==> src/sv/aabb_ram.sv <==
// ----------------------------------------------------------------------------
// aabb_ram
// generic single-write, single-read memory with registered read data
// ----------------------------------------------------------------------------
`timescale 1ns / 1ps
`default_nettype none

module aabb_ram #(
    parameter int WIDTH = 8,
    parameter int DEPTH = 32
) (
    input  wire logic                             i_clk,
    input  wire logic                             i_we,
    input  wire logic [$clog2(DEPTH > 1 ? DEPTH : 2)-1:0] i_waddr,
    input  wire logic [WIDTH-1:0]                 i_wdata,
    input  wire logic                             i_re,
    input  wire logic [$clog2(DEPTH > 1 ? DEPTH : 2)-1:0] i_raddr,
    output logic      [WIDTH-1:0]                 o_rdata
);

    logic [WIDTH-1:0] r_mem [DEPTH];
    logic [WIDTH-1:0] r_rdata;

    always_ff @(posedge i_clk) begin
        if (i_we) begin
            r_mem[i_waddr] <= i_wdata;
        end
        if (i_re) begin
            r_rdata <= r_mem[i_raddr];
        end
    end

    assign o_rdata = r_rdata;

endmodule

`default_nettype wire

==> config.mk <==
export PLATFORM = sky130hd
export DESIGN_NAME = aabb_ram
export DESIGN_NICKNAME = d
export VERILOG_FILES = /design/src/sv/aabb_ram.sv
export SDC_FILE = /design/constraint.sdc
export NUM_CORES = 1
export LEC_CHECK = 0
export BUFFER_PORTS_ARGS = -buffer_cell sky130_fd_sc_hd__buf_2
export CAP_MARGIN = 0
export CORE_ASPECT_RATIO = 1.2
export CORE_UTILIZATION = 52
export CTS_CLUSTER_SIZE = 16
export DETAILED_ROUTE_END_ITERATION = 8
export GPL_TIMING_DRIVEN = 0
export PLACE_DENSITY = 0.78
export SLEW_MARGIN = 20
export SYNTH_ARGS = -nofsm -noshare
export SYNTH_HDL_FRONTEND = slang
export SYNTH_SLANG_ARGS = --single-unit
==> constraint.sdc <==
create_clock -name i_clk -period 3.1 [get_ports i_clk]
set_clock_uncertainty 0.1 [all_clocks]
set_input_delay 0.62 -clock i_clk [delete_from_list [all_inputs] [get_ports i_clk]]
set_output_delay 0.62 -clock i_clk [all_outputs]
set_load 0.02 [all_outputs]
; ---- After elaboration in Yosys (flattened, before gate mapping)
; Memories as Yosys holds them, arrays and structs flattened. A register that Yosys moved wholly into a read port is not among the register bits.
; Index checks and enable logic that the tools add are counted.
; Widths: inputs -> output; s select.
[word_totals]
elab_cells = 3
ff_bits = 0
ram_bits = 256
output_inout_bits = 8
n_memories = 1
in_bits = 21
[memory_table]
columns = memory, words, width, rd, rd_ports_with_merged_regs, wr, line_no
row1 = r_mem, 32, 8, 1, 1, 1, 21  ; logic [WIDTH-1:0] r_mem [DEPTH];
[op_classes]
n_mux = 2
[op_table]
columns = operator, n
row1 = $mux 1, 2

; ---- Logic depth before layout (Yosys ltp)
[depth]
ltp_word = 2
mapped_depth = 5

; ---- Worst setup path before layout
; Ideal clock, no wire load.
[synth_path]
kind = input-to-reg
from = input port i_raddr[2] (netlist name)
to = register r_rdata[0], in the netlist o_rdata[0] (read register of r_mem) (data pin)
path_slack_ps = 438
arrival_time_ps = 2302
n_path_buf = 2
required_time_ps = 2740
cell_stages = 5
cell_sequence = clkbuf_1 clkbuf_1 mux4_2 mux4_2 mux2_2
[synth_rtl]
columns = element, line_no
row1 = "start, declared", 17  ; input wire logic [$clog2(DEPTH > 1 ? DEPTH : 2)-1:0] i_raddr,
row2 = "end, declared", 22  ; logic [WIDTH-1:0] r_rdata;

==> key figures <==
Status
  – Status: finished clean

Synthesis
  – Top-area cell type share of the netlist area: 0.7823
  – Register area share after synthesis: 0.7823
  – Synth cell count leaders: edfxtp_1 (264), mux4_2 (80), nor2_1 (33)
  – Post-synth EDFFs: 264
  – Synthesis-stage register bit count: 264
  – Syn_nets: 438
  – Most numerous cell in the Yosys netlist: edfxtp_1
  – Main synth FF type: edfxtp_1
  – Post-Syn Instances: 417
  – Synth area leaders: edfxtp_1 (78%), mux4_2 (18%), nor2_1 (1.2%)
  – Syn Std Cell Area: 10130 um^2
  – Synth unique cells: 14
  – Async S/R FF share, synth: 0
  – Synth warn: 0
  – Syn Area/Cell: 24.30 um^2
  – Cell accounting for the most synthesized area: edfxtp_1

Global routing
  – Total track usage: 0.2010
  – Vias in the first global route: 4640
  – GRT overflow: 0
  – Initial antenna violation count: 0
  – First-pass GRT wire length: 28370 um
  – Largest net degree at the start of global routing: 33

Die
  – Die area: 20050 um^2
  – Std-Cell Rows: 55
  – Die width: 129.4 um
  – Initial core utilization: 0.5335
  – Die height: 154.9 um
  – Ports: 29
  – Core area: 18990 um^2

Worst setup path
  – Crit path required time: 3.25 ns
  – Internal reg-to-reg setup slack: 1.03 ns
  – Arr. time, crit path: 2.97 ns
  – Crit Path Category: primary input to flip-flop
  – CP Capture Type: flip-flop
  – CP Launch Type: primary input
  – Max Fanout on Critical Path: 10

Clocking
  – Post-cts resize count: 0
  – CTS buffer count: 23
  – Clk sinks: 264
  – Postcts setup bufs: 0
  – H-Tree Depth: 1
  – CTS clk-pin slew, worst paths: 0.07 ns
  – Cts hold-fix bufs: 0
  – Worst-Skew Late Latency: 0.51 ns
  – CTS tree: built
  – Clock Path Buffers: 3
  – Root buf cell: clkbuf_16

Routing
  – Final wirelength: 18680 um
  – Vias: 4373
  – # DRC: 0
  – DR WL/cell: 25.35 um
  – Routed Antenna Nets: 0
  – 1st-iter DRT viols: 480
  – DR pass1 iterations: 5
  – Via density: 5.934

Cells and area
  – Fin nets: 486
  – Area Overhead vs Synth: 11.06%
  – Fin cells: 737
  – # diodes: 0
  – Final instance area: 11250 um^2
  – Ratio of cells with drive above 1 in the final layout: 0.3181
  – Fill cells: 1319

Placed design
  – IO buf count: 23
  – Cells after DPL: 696
  – Routability cong.: 0.8476
  – Detail Placement HPWL: 12620 um
  – Area post-placement: 10570 um^2
  – Place WS: -0.2816 ns

Flow run
  – Max-Cap Viols: 0

STA
  – Max Clk Rate: 354.9 MHz
  – Slew Viols, Final: 0
  – Total negative slack: 0 ns
  – RSZ-0062 raised after global routing: false
  – Final Hold Viols: 0
  – Period Utilization, post-route: 0.9090
  – Worst Tran Pin Value: 0.8254 ns
  – Post-route minimum period: 2.818 ns
  – Worst slew margin: 0.4477
  – Setup violations, final: 0
  – Fin worst setup slack: 0.2821 ns

Power
  – Power density over cell area: 621.6 nW/um^2
  – IR drop worst, VDD: 0.3794 mV
  – Final Power: 0.006995 W
  – Pleak: 3.460 nW

Min path
  – Tightest Hold Check Type: primary input to flip-flop
==> stage by stage <==
step | util | hold WS (ns)
after floorplan | - | 0.6189
after global placement | 0.5565 | 0.8514
after detailed placement | 0.5565 | 0.8729
after CTS | 0.5926 | 0.3441
after global routing | 0.5926 | 0.3504
final | 0.5926 | 0.3542
==> worst paths after layout <==
check	start	to	cells after the start
worst min-delay path	i_re	o_rdata[2]$_DFFE_PP_	1
worst max register to register	r_mem[31][4]$_DFFE_PP_	o_rdata[4]$_DFFE_PP_	3
worst max-delay path	i_raddr[2]	o_rdata[4]$_DFFE_PP_	5
worst min register to register	r_mem[2][4]$_DFFE_PP_	o_rdata[4]$_DFFE_PP_	3
==> cell usage in the layout (no fill, tap or decap), drive strengths merged <==
| cell type | count |
|---|---|
| edfxtp | 264 |
| mux4 | 80 |
| buf | 37 |
| clkbuf | 34 |
| nor2 | 33 |
| clkinv | 12 |
| mux2 | 8 |
| nand3b | 5 |
| or3b | 3 |
| nand3 | 2 |
| nand2 | 1 |
| or3 | 1 |
| bufinv | 1 |
==> layer usage <==
layer / routed length (um) / up-vias / share of wire / GRT usage
met3: 1388 / 37 / 0.074 / 0.03955
li1: - / 1880 / - / -
met5: 0 / - / 0 / 0
met2: 9512 / 176 / 0.51 / 0.3338
met1: 7203 / 2280 / 0.39 / 0.2617
met4: 579 / 0 / 0.031 / 0.08416
==> kinds of logic after synthesis <==
family,share of synthesized area
buf+inv,0.01049
simple gates,0.02050
mux,0.1867
flops,0.7823
==> registers in the layout (all words and copies together), names as in the netlist <==
register	flops
o_rdata	8
r_mem	256
==> critical path, stage by stage <==
cell,delay (ns)
clkbuf_1,0.39
clkbuf_1,0.65
mux4_2,0.45
mux4_2,0.53
mux2_2,0.30
==> power by group <==
part	leakage, nW	switching (W)	internal (W)
combinational	0.737	0.000214	0.000159
sequential	2.38	0.0000113	0.00398
clock	0.339	0.00118	0.00145
total	3.46	0.00140	0.00559
==> area by class of cell <==
cell class / instances / area, um^2 / share of cell area
Sequential cell: 264 / 7928 / 0.7044
Multi-Input combinational cell: 133 / 2100 / 0.1865
Timing Repair Buffer: 23 / 115.1 / 0.01023
Buffer: 20 / 106.4 / 0.009450
Clock inverter: 13 / 91.34 / 0.008116
Tap cell: 256 / 320.3 / 0.02846
Clock buffer: 28 / 594.3 / 0.05281
No activity file was read; power rests on OpenSTA's default activity.
