$ cat src/sv/aabb_pkg.sv
// ----------------------------------------------------------------------------
// aabb_pkg
// shared types and constants for the all-pairs box overlap block
// ----------------------------------------------------------------------------
`timescale 1ns / 1ps
`default_nettype none

package aabb_pkg;

    localparam int MAX_COLLIDERS = 32;
    localparam int FRAC_BITS     = 16;
    localparam int IDX_W         = (MAX_COLLIDERS > 1) ? $clog2(MAX_COLLIDERS) : 1;
    localparam int CNT_W         = $clog2(MAX_COLLIDERS + 1);

    localparam logic [CNT_W-1:0] CNT_ONE = CNT_W'(1);
    localparam logic [CNT_W-1:0] CNT_MAX = CNT_W'(MAX_COLLIDERS);

    typedef struct packed {
        logic               first_of_frame;
        logic [15:0]        object_id;
        logic signed [31:0] box_left;
        logic signed [31:0] box_right;
        logic signed [31:0] box_top;
        logic signed [31:0] box_bottom;
        logic signed [31:0] scale_x;
        logic signed [31:0] scale_y;
        logic signed [31:0] pos_x;
        logic signed [31:0] pos_y;
    } t_in;

    typedef struct packed {
        logic        hit;
        logic [15:0] earlier_id;
        logic [15:0] current_id;
        logic        not_stored;
        logic        last;
    } t_out;

    typedef struct packed {
        logic signed [31:0] left;
        logic signed [31:0] right;
        logic signed [31:0] top;
        logic signed [31:0] bottom;
        logic [15:0]        id;
    } t_entry;

    localparam int ENTRY_W = $bits(t_entry);

    typedef enum logic [1:0] {
        ST_IDLE,
        ST_MUL,
        ST_SUM,
        ST_SCAN
    } t_state;

endpackage

`default_nettype wire

$ cat src/sv/aabb_edge.sv
// ----------------------------------------------------------------------------
// aabb_edge
// world edge: offset times scale, floor shift, plus position, saturated
// ----------------------------------------------------------------------------
`timescale 1ns / 1ps
`default_nettype none

module aabb_edge (
    input  wire logic               i_clk,
    input  wire logic signed [31:0] i_off,
    input  wire logic signed [31:0] i_scl,
    input  wire logic signed [31:0] i_pos,
    output logic signed [31:0]      o_edge
);

    logic signed [63:0] r_prod;
    logic signed [31:0] r_edge;
    logic signed [63:0] w_shift;
    logic signed [63:0] w_sum;
    logic signed [31:0] n_edge;

    always_ff @(posedge i_clk) begin
        r_prod <= i_off * i_scl;
        r_edge <= n_edge;
    end

    always_comb begin
        w_shift = r_prod >>> aabb_pkg::FRAC_BITS;
        w_sum   = w_shift + $signed({{32{i_pos[31]}}, i_pos});
        if ((&w_sum[63:31]) || !(|w_sum[63:31])) begin
            n_edge = w_sum[31:0];
        end else if (w_sum[63]) begin
            n_edge = 32'sh8000_0000;
        end else begin
            n_edge = 32'sh7fff_ffff;
        end
    end

    assign o_edge = r_edge;

endmodule

`default_nettype wire
$ cat config.mk
export PLATFORM = sky130hd
export DESIGN_NAME = aabb_edge
export DESIGN_NICKNAME = d
export VERILOG_FILES = /design/src/sv/aabb_pkg.sv /design/src/sv/aabb_edge.sv
export SDC_FILE = /design/constraint.sdc
export NUM_CORES = 2
export LEC_CHECK = 0
export BUFFER_PORTS_ARGS = -buffer_cell sky130_fd_sc_hd__buf_4
export CORE_ASPECT_RATIO = 0.6
export CORE_MARGIN = 4
export CORE_UTILIZATION = 57
export CTS_BUF_LIST = sky130_fd_sc_hd__clkbuf_16
export DETAILED_ROUTE_END_ITERATION = 16
export HOLD_SLACK_MARGIN = 0.06
export MAX_ROUTING_LAYER = met4
export PLACE_DENSITY_LB_ADDON = 0.25
export RECOVER_POWER = 100
export SYNTH_ARGS = -nofsm -noshare
export SYNTH_HDL_FRONTEND = slang
export SYNTH_SLANG_ARGS = --single-unit
$ cat constraint.sdc
create_clock -name i_clk -period 15.5 [get_ports i_clk]
set_clock_uncertainty 0.05 [all_clocks]
set_input_delay 0.775 -clock i_clk [delete_from_list [all_inputs] [get_ports i_clk]]
set_output_delay 0.775 -clock i_clk [all_outputs]
set_load 0.01 [all_outputs]
======== After elaboration in Yosys (flattened, before gate mapping) ========
Cells that the tools add are included.
Widths: inputs -> output; s select.
word-level totals
  logic and storage cells ................. 10
  output and inout port bits .............. 32
  bits in registers ....................... 96
  input port bits ......................... 97
cells by class
  multiplexer cells ....................... 2
  $add $sub $neg .......................... 1
  multiply operators ...................... 1
  reduce and logical (&&, ||, !) cells .... 4
operator list
  operator           number
  $mul 32x32->64     1
  $mux 32            2
  $add 48x32->49     1
  $reduce_and 33->1  1
  $reduce_or 33->1   1
  $logic_not 1->1    1
  $logic_or 1x1->1   1

======== Depth between registers and ports, before layout ========
  word-level depth ........................ 5
  depth in mapped cells ................... 28
  depth with buffers taken out ............ 27

======== Least setup slack after synthesis ========
No wires, ideal clock.
  path type ............................... in2reg
  start point ............................. input port i_scl[2]
  end point ............................... register r_prod[63]
  stages on the path ...................... 23
  path buffers ............................ 1
  library setup time ...................... 0.121 ns
  data arrival time ....................... 7.912 ns
  required time ........................... 15.329 ns
  path slack .............................. 7.417 ns
  cell sequence ........................... clkbuf_1 > nand2_1 > inv_1 > fa_1 > fa_1 > fa_1 > inv_1 > fa_1 > inv_1 > fa_1 > fa_1 > inv_1 > fa_1 > inv_1 > fa_1 > ha_1 > nand2_1 > or3_1 > a211o_1 > and2_1 > o21ai_0 > a31oi_1 > xnor2_1
between the ends
  longest elaborated chain between the ends .. 1
ends and longest elaborated chain
  what                    line             RTL
  start: declaration      aabb_edge.sv:11  input wire logic signed [31:0] i_scl,
  $mul 32x32->64          aabb_edge.sv:23  r_prod <= i_off * i_scl;
  end signal: assignment  aabb_edge.sv:23
  end: declaration        aabb_edge.sv:16  logic signed [63:0] r_prod;
Every way passes these cells.

======== Worst setup path in the final report ========
  start point ............................. input port i_off[9]
  end point ............................... register r_prod[38]
between the ends
  longest elaborated chain between the ends .. 1
ends and longest elaborated chain
  what                line             RTL
  start: declaration  aabb_edge.sv:10  input wire logic signed [31:0] i_off,
  $mul 32x32->64      aabb_edge.sv:23
Every way passes these cells.

==> reports/metrics.cfg <==
[grt]
grt_pass1_wl_um=175000
grt_antenna_before_repair=2
grt_overflow=0
grt_pass1_vias=30100
grt_max_degree=35
grt.total_usage_pct=31.7

[critical_path]
cp_max_fo=32
required_ns=15.70
cp-start-kind=input pin
cp_data_arrival_time_ns=9.73
crit_type=in2reg
crit_path_end_kind=flip-flop

[final_layout]
drive_above_1_share_pct=3.15
post-route-cell-area_sq_mm=0.0415
instances_no_fill=5101
final_common_cell=fa_1
fillers=5911
nNetsFinal=5588
synthToLayoutAreaGrowth_pct=3.57
final_cell_mix=fa_1, inv_1, nand2_1, and2_1, ha_1

[place]
dp_hpwl_um=89000
port_buffers=128
place_inst=5082
routabilityCongestion=0.969
place_ws_ns=6.64
dpl_cell_area_sq_mm=0.0413

[synthesis]
synth-edff-count=0
synth.distinct_cells=71
synth_top_cell_area_share_pct=54.0
syn_nets=5659
synth_flop_cell=dfxtp_1
ys_ff_latch=80
syn_inst=4252
netlist_area_sq_mm=0.0401
synth_largest_area_cell=fa_1
ys_warn_count=0
synthTopCellsByArea=fa_1, inv_1, and2_1
avgSynthCellArea_sq_um=9.43
ys_async_sr_fraction_pct=0
yosysSeqAreaShare_pct=4.00

[min_path]
hold_path.class=reg2reg

[route]
vias_per_cell=5.55
drtAntennaViolNets=0
first_pass_iters=5
wl_um=109000
post_drt_wl_per_cell_um=21.4
detail_route.iter0.violations=2672
vias=28300
drc=0

[die]
initial_core_util_pct=58.3
core-area_sq_mm=0.0688
num_rows=74
die-area_sq_mm=0.0748
io_pins=129
dieWidth_um=350
die_y_um=213

[flow_run]
maxCapViolations=2

[clock_network]
cts_tree=done
clockBufferDepth=2
clock_latency_ns=0.34
clk_pin_slew_worst_paths_ns=0.07
numCtsBuffers=9
htreeDepth=3
clock-sinks=80
cts_root_buf=clkbuf_16
ctsHoldBuffers=0
cts_resized=0
postCtsSetupRepairBufs=0

[sta]
rsz0062_at_grt=no
maxSlewViolCount=65
relSlewSlack_pct=-42.9
finalCriticalPeriod_ns=9.53
tightest_slew_ns=2.14
setup_violations=0
layout_setup_ws_ns=5.97
hold_viol=0
tns_ns=0
fmax_ghz=0.105
post-route-period-util_pct=61.5

[run_status]
run_status=finished, violations left
violations=max-capacitance violations, max-slew violations

## state kept, by name, indices dropped and copies added (netlist names)
register,count
o_edge,32
r_prod,48
## cells by family (layout without fill, tap and decap cells)
group | after synthesis | after routing | synth area share, %
DFF | 80 | 80 | 4.00
xor gates and xnor gates | 97 | 97 | 2.14
muxes | 33 | 33 | 0.824
buffers and inverters | 1169 | 1103 | 11.1
and+or+nand+nor | 1267 | 1267 | 15.8
other | 0 | 3 | 0
AOI/OAI and AO/OA | 296 | 296 | 4.98
adders and majority gates | 1310 | 1310 | 61.2
## worst max-delay path: stages
cell and delay, ns:
clkbuf_1 1.40, nand2_1 0.22, fa_1 0.63, inv_1 0.06, fa_1 0.43, fa_1 0.49, inv_1 0.05, fa_1 0.52
inv_1 0.07, fa_1 0.50, inv_1 0.05, fa_1 0.53, inv_1 0.05, fa_1 0.49, fa_1 0.41, ha_1 0.36
and4_1 0.24, o211ai_1 0.12, o21ai_0 0.17, a21oi_1 0.09, a21oi_1 0.54, nor2_1 0.28, o21a_1 0.29, a21boi_0 0.42
a31o_2 0.25, a21oi_1 0.08, xnor2_1 0.21
## path summary, 6_finish.rpt
kind                                  from          to  slack (ns)  depth (start not counted)
worst min register to register  r_prod[16]   o_edge[0]        0.60                          3
worst max-delay path              i_off[9]  r_prod[38]        5.97                         27
worst min-delay path            r_prod[16]   o_edge[0]        0.60                          3
worst max register to register  r_prod[38]  o_edge[24]        9.77                         11
## final cells by class
| type | count | area, sq um | share of cell area [%] |
|---|---|---|---|
| clock buffers | 9 | 225 | 0.543 |
| diodes | 3 | 7.51 | 0.0181 |
| repair buffers | 130 | 845 | 2.03 |
| clock inverters | 7 | 71.3 | 0.172 |
| flip-flops and latches | 80 | 1600 | 3.86 |
| well taps | 912 | 1140 | 2.75 |
| multi-input cells | 3003 | 34000 | 82.0 |
| inverters | 957 | 3590 | 8.65 |
## metal layers
metal	global-route usage, %	up-vias	part of all wire (%)	routed length [um]
met5	-	-	0	0
met4	3.54	0	1.1	1160
met3	11.2	109	14	15300
met2	41.1	1530	38	41700
met1	48.9	14400	47	50900
li1	-	12300	-	-
## synth_stat cells, drive strengths merged, types with 4 or more instances
master      n
a2111oi     5
a211o       4
a211oi     10
a21boi      4
a21o       55
a21oi      85
a221oi      4
a31oi      14
and2      514
and3       13
buf        10
clkbuf    200
dfxtp      80
fa       1082
ha        228
inv       957
mux2i      33
nand2     551
nand2b     21
nand3      27
nand4      15
nor2       83
nor2b       5
nor3       14
nor4        5
o211ai     13
o21a       12
o21ai      50
o21bai     11
o31ai       7
or2         4
or3         4
xnor2      60
xor2       37
## stage by stage
stage                     utilization (%)  hold WS, ns
after global placement               60.1        0.570
final                                60.3        0.604
after floorplan                         -        0.516
after CTS                            60.5        0.624
after detailed placement             60.1        0.577
after global routing                 60.3        0.662
Power is left out: the tool's default activity adds up to more than one toggle a clock period on the data nets, which glitch-free logic cannot reach.
